===== src/hdl/nhia_pkg.sv =====
`default_nettype none

package nhia_pkg;

    // fixed field widths
    localparam int ADDR_W    = 32;
    localparam int IFACE_W   = 8;
    localparam int HOP_IDX_W = 6;

    // one route request
    typedef struct packed {
        logic [ADDR_W-1:0]  next_hop_ip;
        logic [IFACE_W-1:0] out_interface;
    } t_req;

    // one result
    typedef struct packed {
        logic [HOP_IDX_W-1:0] hop_index;
        logic                 directly_connected;
        logic                 newly_added;
        logic                 table_full;
    } t_res;

    // one stored table entry
    typedef struct packed {
        logic [IFACE_W-1:0] iface;
        logic [ADDR_W-1:0]  addr;
    } t_entry;

endpackage

`default_nettype wire


===== src/hdl/next_hop_index_assigner_core.sv =====
// next hop index assigner
// request channel (i_req_valid / o_req_ready, payload i_req) carries one route:
// its next hop address and outgoing interface. the result channel
// (o_res_valid / i_res_ready, payload o_res) returns one result per request.
// a zero next hop is reported as directly connected and leaves the table alone.
// otherwise one comparator walks the stored entries through the single read
// port of the table, one entry per cycle, oldest first. a hit returns the
// stored index; a miss appends the route at the next free index, or flags
// table_full when all TABLE_DEPTH entries are used.
// a route that is not directly connected takes longer, as its result waits for the
// one-entry-per-cycle scan of the table.
// one request is handled at a time; o_req_ready is low while it is worked on.
// a finished result sits in an output register; if the receiver stalls, the
// block holds the next result internally and waits, without losing any.
// reset (i_rst_n low, synchronous) empties the table and the output register.
`default_nettype none

module next_hop_index_assigner_core #(
    parameter int TABLE_DEPTH = 64
) (
    input  wire logic           i_clk,
    input  wire logic           i_rst_n,
    input  wire logic           i_req_valid,
    output logic                o_req_ready,
    input  wire nhia_pkg::t_req i_req,
    output logic                o_res_valid,
    input  wire logic           i_res_ready,
    output nhia_pkg::t_res      o_res
);

    localparam int IDX_W = $clog2(TABLE_DEPTH);
    localparam int CNT_W = $clog2(TABLE_DEPTH + 1);
    localparam int EXT_W = IDX_W + nhia_pkg::HOP_IDX_W;

    typedef enum logic [1:0] {
        S_IDLE,
        S_SCAN,
        S_FIN
    } t_state;

    t_state                      r_state, n_state;
    logic [CNT_W-1:0]            r_count, n_count;
    logic [CNT_W-1:0]            r_ptr, n_ptr;
    logic [IDX_W-1:0]            r_cmp_idx, n_cmp_idx;
    logic                        r_cmp_valid, n_cmp_valid;
    logic [nhia_pkg::ADDR_W-1:0] r_addr, n_addr;
    logic [nhia_pkg::IFACE_W-1:0] r_iface, n_iface;
    nhia_pkg::t_res              r_res, n_res;
    logic                        r_out_valid, n_out_valid;
    nhia_pkg::t_res              r_out, n_out;

    logic                        w_wr_en;
    nhia_pkg::t_entry            w_wr_data;
    nhia_pkg::t_entry            w_rd_data;
    logic                        w_hit;
    logic                        w_slot_free;
    logic [EXT_W-1:0]            w_hit_ext;
    logic [EXT_W-1:0]            w_new_ext;

    // entry table
    nhia_table #(
        .DEPTH(TABLE_DEPTH)
    ) u_table (
        .i_clk     (i_clk),
        .i_wr_en   (w_wr_en),
        .i_wr_idx  (r_count[IDX_W-1:0]),
        .i_wr_data (w_wr_data),
        .i_rd_idx  (r_ptr[IDX_W-1:0]),
        .o_rd_data (w_rd_data)
    );

    // shared comparator and index widening to the result field
    assign w_hit       = r_cmp_valid && (w_rd_data.addr == r_addr);
    assign w_hit_ext   = {{nhia_pkg::HOP_IDX_W{1'b0}}, r_cmp_idx};
    assign w_new_ext   = {{nhia_pkg::HOP_IDX_W{1'b0}}, r_count[IDX_W-1:0]};
    assign w_slot_free = !r_out_valid || i_res_ready;
    assign w_wr_data   = '{iface: r_iface, addr: r_addr};

    // sequencer next state
    always_comb begin
        n_state     = r_state;
        n_count     = r_count;
        n_ptr       = r_ptr;
        n_cmp_idx   = r_cmp_idx;
        n_cmp_valid = r_cmp_valid;
        n_addr      = r_addr;
        n_iface     = r_iface;
        n_res       = r_res;
        n_out_valid = r_out_valid;
        n_out       = r_out;
        w_wr_en     = 1'b0;

        // output register drains
        if (r_out_valid && i_res_ready) begin
            n_out_valid = 1'b0;
        end

        case (r_state)
            S_IDLE: begin
                if (i_req_valid) begin
                    n_addr      = i_req.next_hop_ip;
                    n_iface     = i_req.out_interface;
                    n_ptr       = '0;
                    n_cmp_valid = 1'b0;
                    n_res       = '0;
                    if (i_req.next_hop_ip == '0) begin
                        n_res.directly_connected = 1'b1;
                        n_state = S_FIN;
                    end else begin
                        n_state = S_SCAN;
                    end
                end
            end
            S_SCAN: begin
                if (w_hit) begin
                    n_res           = '0;
                    n_res.hop_index = w_hit_ext[nhia_pkg::HOP_IDX_W-1:0];
                    n_state         = S_FIN;
                end else if (r_ptr == r_count) begin
                    // all reads issued, wait for the last compare then decide
                    n_cmp_valid = 1'b0;
                    if (!r_cmp_valid) begin
                        n_res = '0;
                        if (r_count < CNT_W'(TABLE_DEPTH)) begin
                            w_wr_en           = 1'b1;
                            n_count           = r_count + 1'b1;
                            n_res.hop_index   = w_new_ext[nhia_pkg::HOP_IDX_W-1:0];
                            n_res.newly_added = 1'b1;
                        end else begin
                            n_res.table_full = 1'b1;
                        end
                        n_state = S_FIN;
                    end
                end else begin
                    n_cmp_valid = 1'b1;
                    n_cmp_idx   = r_ptr[IDX_W-1:0];
                    n_ptr       = r_ptr + 1'b1;
                end
            end
            S_FIN: begin
                if (w_slot_free) begin
                    n_out_valid = 1'b1;
                    n_out       = r_res;
                    n_state     = S_IDLE;
                end
            end
            default: begin
                n_state = S_IDLE;
            end
        endcase
    end

    // state and registered outputs
    always_ff @(posedge i_clk) begin
        if (!i_rst_n) begin
            r_state     <= S_IDLE;
            r_count     <= '0;
            r_cmp_valid <= 1'b0;
            r_out_valid <= 1'b0;
        end else begin
            r_state     <= n_state;
            r_count     <= n_count;
            r_cmp_valid <= n_cmp_valid;
            r_out_valid <= n_out_valid;
        end
        r_ptr     <= n_ptr;
        r_cmp_idx <= n_cmp_idx;
        r_addr    <= n_addr;
        r_iface   <= n_iface;
        r_res     <= n_res;
        r_out     <= n_out;
    end

    assign o_req_ready = (r_state == S_IDLE);
    assign o_res_valid = r_out_valid;
    assign o_res       = r_out;

endmodule

`default_nettype wire


===== src/hdl/nhia_table.sv =====
`default_nettype none

module nhia_table #(
    parameter int DEPTH = 64
) (
    input  wire logic                     i_clk,
    input  wire logic                     i_wr_en,
    input  wire logic [$clog2(DEPTH)-1:0] i_wr_idx,
    input  wire nhia_pkg::t_entry         i_wr_data,
    input  wire logic [$clog2(DEPTH)-1:0] i_rd_idx,
    output nhia_pkg::t_entry              o_rd_data
);

    // next hop storage, one write and one registered read per cycle
    nhia_pkg::t_entry r_mem [DEPTH];

    always_ff @(posedge i_clk) begin
        if (i_wr_en) begin
            r_mem[i_wr_idx] <= i_wr_data;
        end
        o_rd_data <= r_mem[i_rd_idx];
    end

endmodule

`default_nettype wire


===== config.mk =====
export PLATFORM = sky130hd
export DESIGN_NAME = next_hop_index_assigner_core
export DESIGN_NICKNAME = d
export VERILOG_FILES = /design/src/hdl/nhia_pkg.sv /design/src/hdl/next_hop_index_assigner_core.sv /design/src/hdl/nhia_table.sv
export SDC_FILE = /design/constraint.sdc
export NUM_CORES = 2
export LEC_CHECK = 0
export BUFFER_PORTS_ARGS = -buffer_cell sky130_fd_sc_hd__buf_4
export CAP_MARGIN = 20
export CELL_PAD_IN_SITES_DETAIL_PLACEMENT = 0
export CELL_PAD_IN_SITES_GLOBAL_PLACEMENT = 1
export CORE_UTILIZATION = 55
export DETAILED_ROUTE_END_ITERATION = 10
export PLACE_DENSITY_LB_ADDON = 0.1
export SETUP_SLACK_MARGIN = 0.3
export SYNTH_ARGS = -nofsm -noshare
export SYNTH_HDL_FRONTEND = slang
export SYNTH_SLANG_ARGS = --single-unit

===== constraint.sdc =====
create_clock -name i_clk -period 4.9 [get_ports i_clk]
set_input_delay 0.49 -clock i_clk [delete_from_list [all_inputs] [get_ports i_clk]]
set_output_delay 0.49 -clock i_clk [all_outputs]
set_load 0.03 [all_outputs]

* Word level (Yosys, flattened, before mapping)
Memories as Yosys holds them, arrays and structs flattened. A register that Yosys moved wholly into a read port is not among the register bits. Cells that the tools add are included. Widths: inputs -> output; s select.
Storage, ports and cells: flip-flop bits (word level) 82, memory bits (writable) 2560, logic and storage cells 81, memories kept 1
Memories:
- u_table.r_mem | words 64, bits a word 40, rd ports 1, clocked after Yosys merged registers in 1, wr ports 1, line nhia_table.sv:15 | nhia_pkg::t_entry r_mem [DEPTH];
Cells by class: add/subtract/negate cells 2, $lt $le $gt $ge 1, equal/unequal tests 10, mux-type cells 33, bitwise gates (word level) 3, reduce and logical (&&, ||, !) cells 15
Operator list (number):
- $mux 9 | 4
- $eq 32x32->1 | 1
- $logic_not 32->1 | 1
- $mux 7 | 3
- $pmux 9 s2 | 1
- $mux 1 | 15
- $add 7x1->7 const B | 2
- $pmux 7 s2 | 1
- $mux 2 | 6
- $reduce_and 4->1 | 3
- $ne 2x2->1 const B | 4
- $eq 7x7->1 | 1
- $lt 7x7->1 const B | 1
- $mux 6 | 1
- $ne 3x3->1 const B | 2
- $pmux 2 s3 | 1
- $reduce_and 3->1 | 2
- $reduce_and 5->1 | 1
- $reduce_and 2->1 | 2
- $not 1->1 | 3
- $eq 2x1->1 const B | 1
- $eq 2x2->1 const B | 1
- $logic_and 1x1->1 | 2
- $logic_not 2->1 | 1
- 4 further kinds | 4

* Longest topological paths before layout
word-level depth 8, mapped depth 8, mapped depth without buffers 5

* Hierarchy
A second synthesis with hierarchy kept.
Second synthesis, totals: cell total of the unflattened synthesis 4442, area total of the unflattened synthesis 101374.7 sq um
By module, submodules not included:
- nhia_table | instances 1, cells each 4195, area an instance 97836.3 sq um, seq. area each 77674.5 sq um
- next_hop_index_assigner_core | instances 1, cells each 247, area an instance 3538.4 sq um, seq. area each 2352.3 sq um

* Least setup slack after synthesis
OpenSTA, ideal clock, no wires.
kind register to register, start point register r_ptr[4], end point memory u_table.r_mem[63][0] (netlist name), enable pin, setup time 0.421 ns, arrival 3.112 ns, data required time 4.479 ns, setup slack 1.367 ns, stages on the path, launching flop included 8, cell sequence edfxtp_1 > clkbuf_1 > xnor2_1 > nand4_1 > nor3_1 > buf_2 > nand4_1 > nor2_1
On the way: word-level cells in the longest chain between the ends 6
Ends and longest elaborated chain:
- start: declaration | line next_hop_index_assigner_core.sv:43 | logic [CNT_W-1:0] r_ptr, n_ptr;
- start signal: assignment | line next_hop_index_assigner_core.sv:166 | r_ptr <= n_ptr;
- $eq 7x7->1 | line next_hop_index_assigner_core.sv:119 | end else if (r_ptr == r_count) begin
- $mux 1 | line next_hop_index_assigner_core.sv:119
- $mux 1 | line next_hop_index_assigner_core.sv:115 | if (w_hit) begin
- $mux 1 | line next_hop_index_assigner_core.sv:98 | case (r_state)
- $mux 1 | line nhia_table.sv:18 | if (i_wr_en) begin
- $mux 1 (implied by the code) | line nhia_table.sv:19 | r_mem[i_wr_idx] <= i_wr_data;
- end: declaration | line nhia_table.sv:15
No other way between the ends.

* Worst setup path in the final report
start point register r_state[0], end point memory u_table.r_mem[52][12] (netlist name), enable pin
On the way: word-level cells in the longest chain between the ends 4
Ends and longest elaborated chain:
- start: declaration | line next_hop_index_assigner_core.sv:41 | t_state r_state, n_state;
- start signal: assignment | line next_hop_index_assigner_core.sv:161 | r_state <= n_state;
- $eq 2x1->1 | line next_hop_index_assigner_core.sv:98
- $mux 1 | line next_hop_index_assigner_core.sv:98
- $mux 1 | line nhia_table.sv:18
- $mux 1 (implied by the code) | line nhia_table.sv:19
No other way between the ends.

==> impl_metrics.tcl <==
set metrics [dict create \
    critical_path_required_ps 5380 \
    synth-seq-area-share_pct 79.3 \
    port_buffers 46 \
    num_vias 38795 \
    maxCapViolCount 0 \
    seq_area_um2 64300 \
    row_count 140 \
    antenna_found_initial 9 \
    ctsHoldBuffers 33 \
    clk_pin_slew_ps 60 \
    finClkSkew_ps 30.1 \
    tightest_slew_ps 1160 \
    cts_htree_levels 4 \
    track_usage_pct 28.4 \
    die_area_um2 149000 \
    grt_pass1_wl_um 291000 \
    cp-end-kind "register" \
    die_h_um 386 \
    crit_path_start_kind "register" \
    wire_per_inst_um 35.2 \
    clock.fmax_mhz 259 \
    status "finished clean" \
    vias_per_cell 6.59 \
    synth_top_cell_by_area "edfxtp_1" \
    cts_sinks 2154 \
    hold_viol 0 \
    drt-total-wl_um 207000 \
    cts_buffers 209 \
    report.final.slew_viol_count 0 \
    final_cell_mix "2111 x edfxtp_1, 512 x mux4_2, 256 x a22oi_1, 214 x clkbuf_16, 184 x buf_4" \
    min_period_ps 3860 \
    first_global_vias 39696 \
    n_fill_cell 9662 \
    slew_headroom_pct 22.9 \
    p_leak_uw 0.0283 \
    pin_count 55 \
    area_growth_pct 13.8 \
    cts_resized 0 \
    syn_inst 3532 \
    ys_seq_elements 2154 \
    cp_max_fo 18 \
    hp-class "in -> reg" \
    post_cts_buffers 0 \
    synth.distinct_cells 39 \
    arrival_ps 4340 \
    start_util_pct 55.5 \
    clock_path_buffers 3 \
    core_area_um2 146000 \
    drive_above_1_share_pct 27.9 \
    design_area_um2 92200 \
    finalSetupViolations 0 \
    peakVddDrop_uv 416 \
    power_density_nw_per_um2 470 \
    gp_congestion 0.841 \
    grt_max_degree 156 \
    synth_top_area_share_pct 78.2 \
    postPlaceCellArea_um2 84800 \
    grt_setup_unrepaired "no" \
    first_pass_iters 5 \
    multiInputGateArea_um2 16300 \
    clock_latency_ps 820 \
    hpwlAfterDp_um 115000 \
    ant_nets 0 \
    syn_area_per_cell_um2 22.9 \
    drcViolationCount 0 \
    final_common_cell "edfxtp_1" \
    yosys_warnings 0 \
    cts_tree "done" \
    syn-num-nets 3578 \
    synthTopCellsByArea "edfxtp_1 78%, mux4_2 14%, a22oi_1 2.4%, dfxtp_1 1.1%, a21oi_1 0.82%" \
    grt-ovfl-total 0 \
    drt_iter0_drc 4606 \
    syn-cell-area_um2 81000 \
    die_w_um 386 \
    clk_root_buffer_cell "clkbuf_16" \
    fin_crit_sh_pct 78.8 \
    tns_ps 0 \
    worst-setup-path-type "reg -> reg" \
    num-nets-final 3829 \
]
synthesized netlist by cell type:
| cell | number |
|---|---|
| xor2_1 | 3 |
| buf_2 | 34 |
| xnor2_1 | 44 |
| mux2i_1 | 8 |
| clkbuf_1 | 117 |
| buf_1 | 26 |
| nand4bb_1 | 2 |
| a22oi_1 | 256 |
| nor4_1 | 14 |
| nor3_1 | 7 |
| nor2_1 | 86 |
| ha_1 | 2 |
| and2_1 | 2 |
| nand2_1 | 21 |
| or2_2 | 1 |
| or4_1 | 32 |
| nand4b_1 | 3 |
| a21oi_1 | 132 |
| and3_1 | 1 |
| o21ai_0 | 3 |
| buf_4 | 1 |
| o311ai_0 | 1 |
| a211oi_1 | 1 |
| nand2b_1 | 6 |
| a31oi_1 | 2 |
| inv_1 | 3 |
| and4_1 | 1 |
| o31a_1 | 1 |
| nand3b_1 | 4 |
| edfxtp_1 | 2111 |
| nand3_1 | 5 |
| or3_1 | 3 |
| nor3b_1 | 1 |
| nand4_1 | 14 |
| mux4_2 | 512 |
| nor2b_1 | 4 |
| or3b_2 | 1 |
| dfxtp_1 | 43 |
| buf_6 | 24 |
layer usage:
metal	vias up	track usage (%)	part of all wire, %
met5	-	0	0.020
met4	6	7.97	2.8
met3	294	5.04	7.7
met2	1663	46.0	49
met1	21161	40.2	40
li1	15671	-	-
registers in the layout (all words and copies together) (netlist names), 6 cells and up:
name / cells
u_table.r_mem: 2048
r_addr: 32
u_table.o_rd_data: 32
o_res: 9
r_res: 9
r_count: 7
r_ptr: 7
r_cmp_idx: 6
logic make-up (layout without fill, tap and decap cells):
kind of cell	after synthesis	in the layout	synth area share [%]
DFF	2154	2154	79.3
muxes	520	520	14.3
AOI/OAI and AO/OA	396	396	3.25
and+or+nand+nor	208	208	1.34
buffers and inverters	205	637	1.23
xor gates and xnor gates	47	47	0.508
adders and majority gates	2	2	0.0309
other	0	7	0
per-stage QoR:
| stage | power [uW] | hold slack (ps) | utilization (%) | setup WS [ps] | instances |
|---|---|---|---|---|---|
| after floorplan | 25300 | 400 | - | 1370 | 3532 |
| after global placement | 27300 | 410 | 58.1 | 1060 | 5454 |
| after detailed placement | 27400 | 406 | 58.1 | 1100 | 5455 |
| after CTS | 43600 | 62.0 | 63.2 | 1080 | 5880 |
| after global routing | 44600 | 113 | 63.2 | 947 | 5881 |
| final | 43400 | 109 | 63.2 | 1040 | 5888 |
final timing paths:
check	from	end	slack, ps	depth (start not counted)
max	r_state[0]	u_table.r_mem[52][12]	1040	8
min	i_req_valid	r_cmp_valid	110	4
max reg2reg	r_state[0]	u_table.r_mem[52][12]	1040	8
min reg2reg	r_res[0]	o_res[0]	420	0
worst max-delay path, stage by stage (launching register included):
cell and delay, ps:
dfxtp_1 440, nand2b_1 320, or3_1 480, nor3_1 190, buf_4 220, nand3_1 420, buf_4 360, nor2_4 600
buf_4 470
where the power goes:
group          internal, uW  total (uW)  switching (uW)
Combinational          2450        6060            3610
Sequential            20700       20900             249
Clock                  9620       16400            6750
Total                 32800       43400           10600
layout make-up:
type                            count  share of cell area, %
Antenna cell                        7                 0.0190
Clock buffer                      268                   6.18
Clock inverter                    124                   1.46
Inverter                            3                 0.0122
Multi-Input combinational cell   1173                   17.7
Sequential cell                  2154                   69.7
Tap cell                         1917                   2.60
Timing Repair Buffer              242                   2.38
No activity file was read; power rests on OpenSTA's default activity.
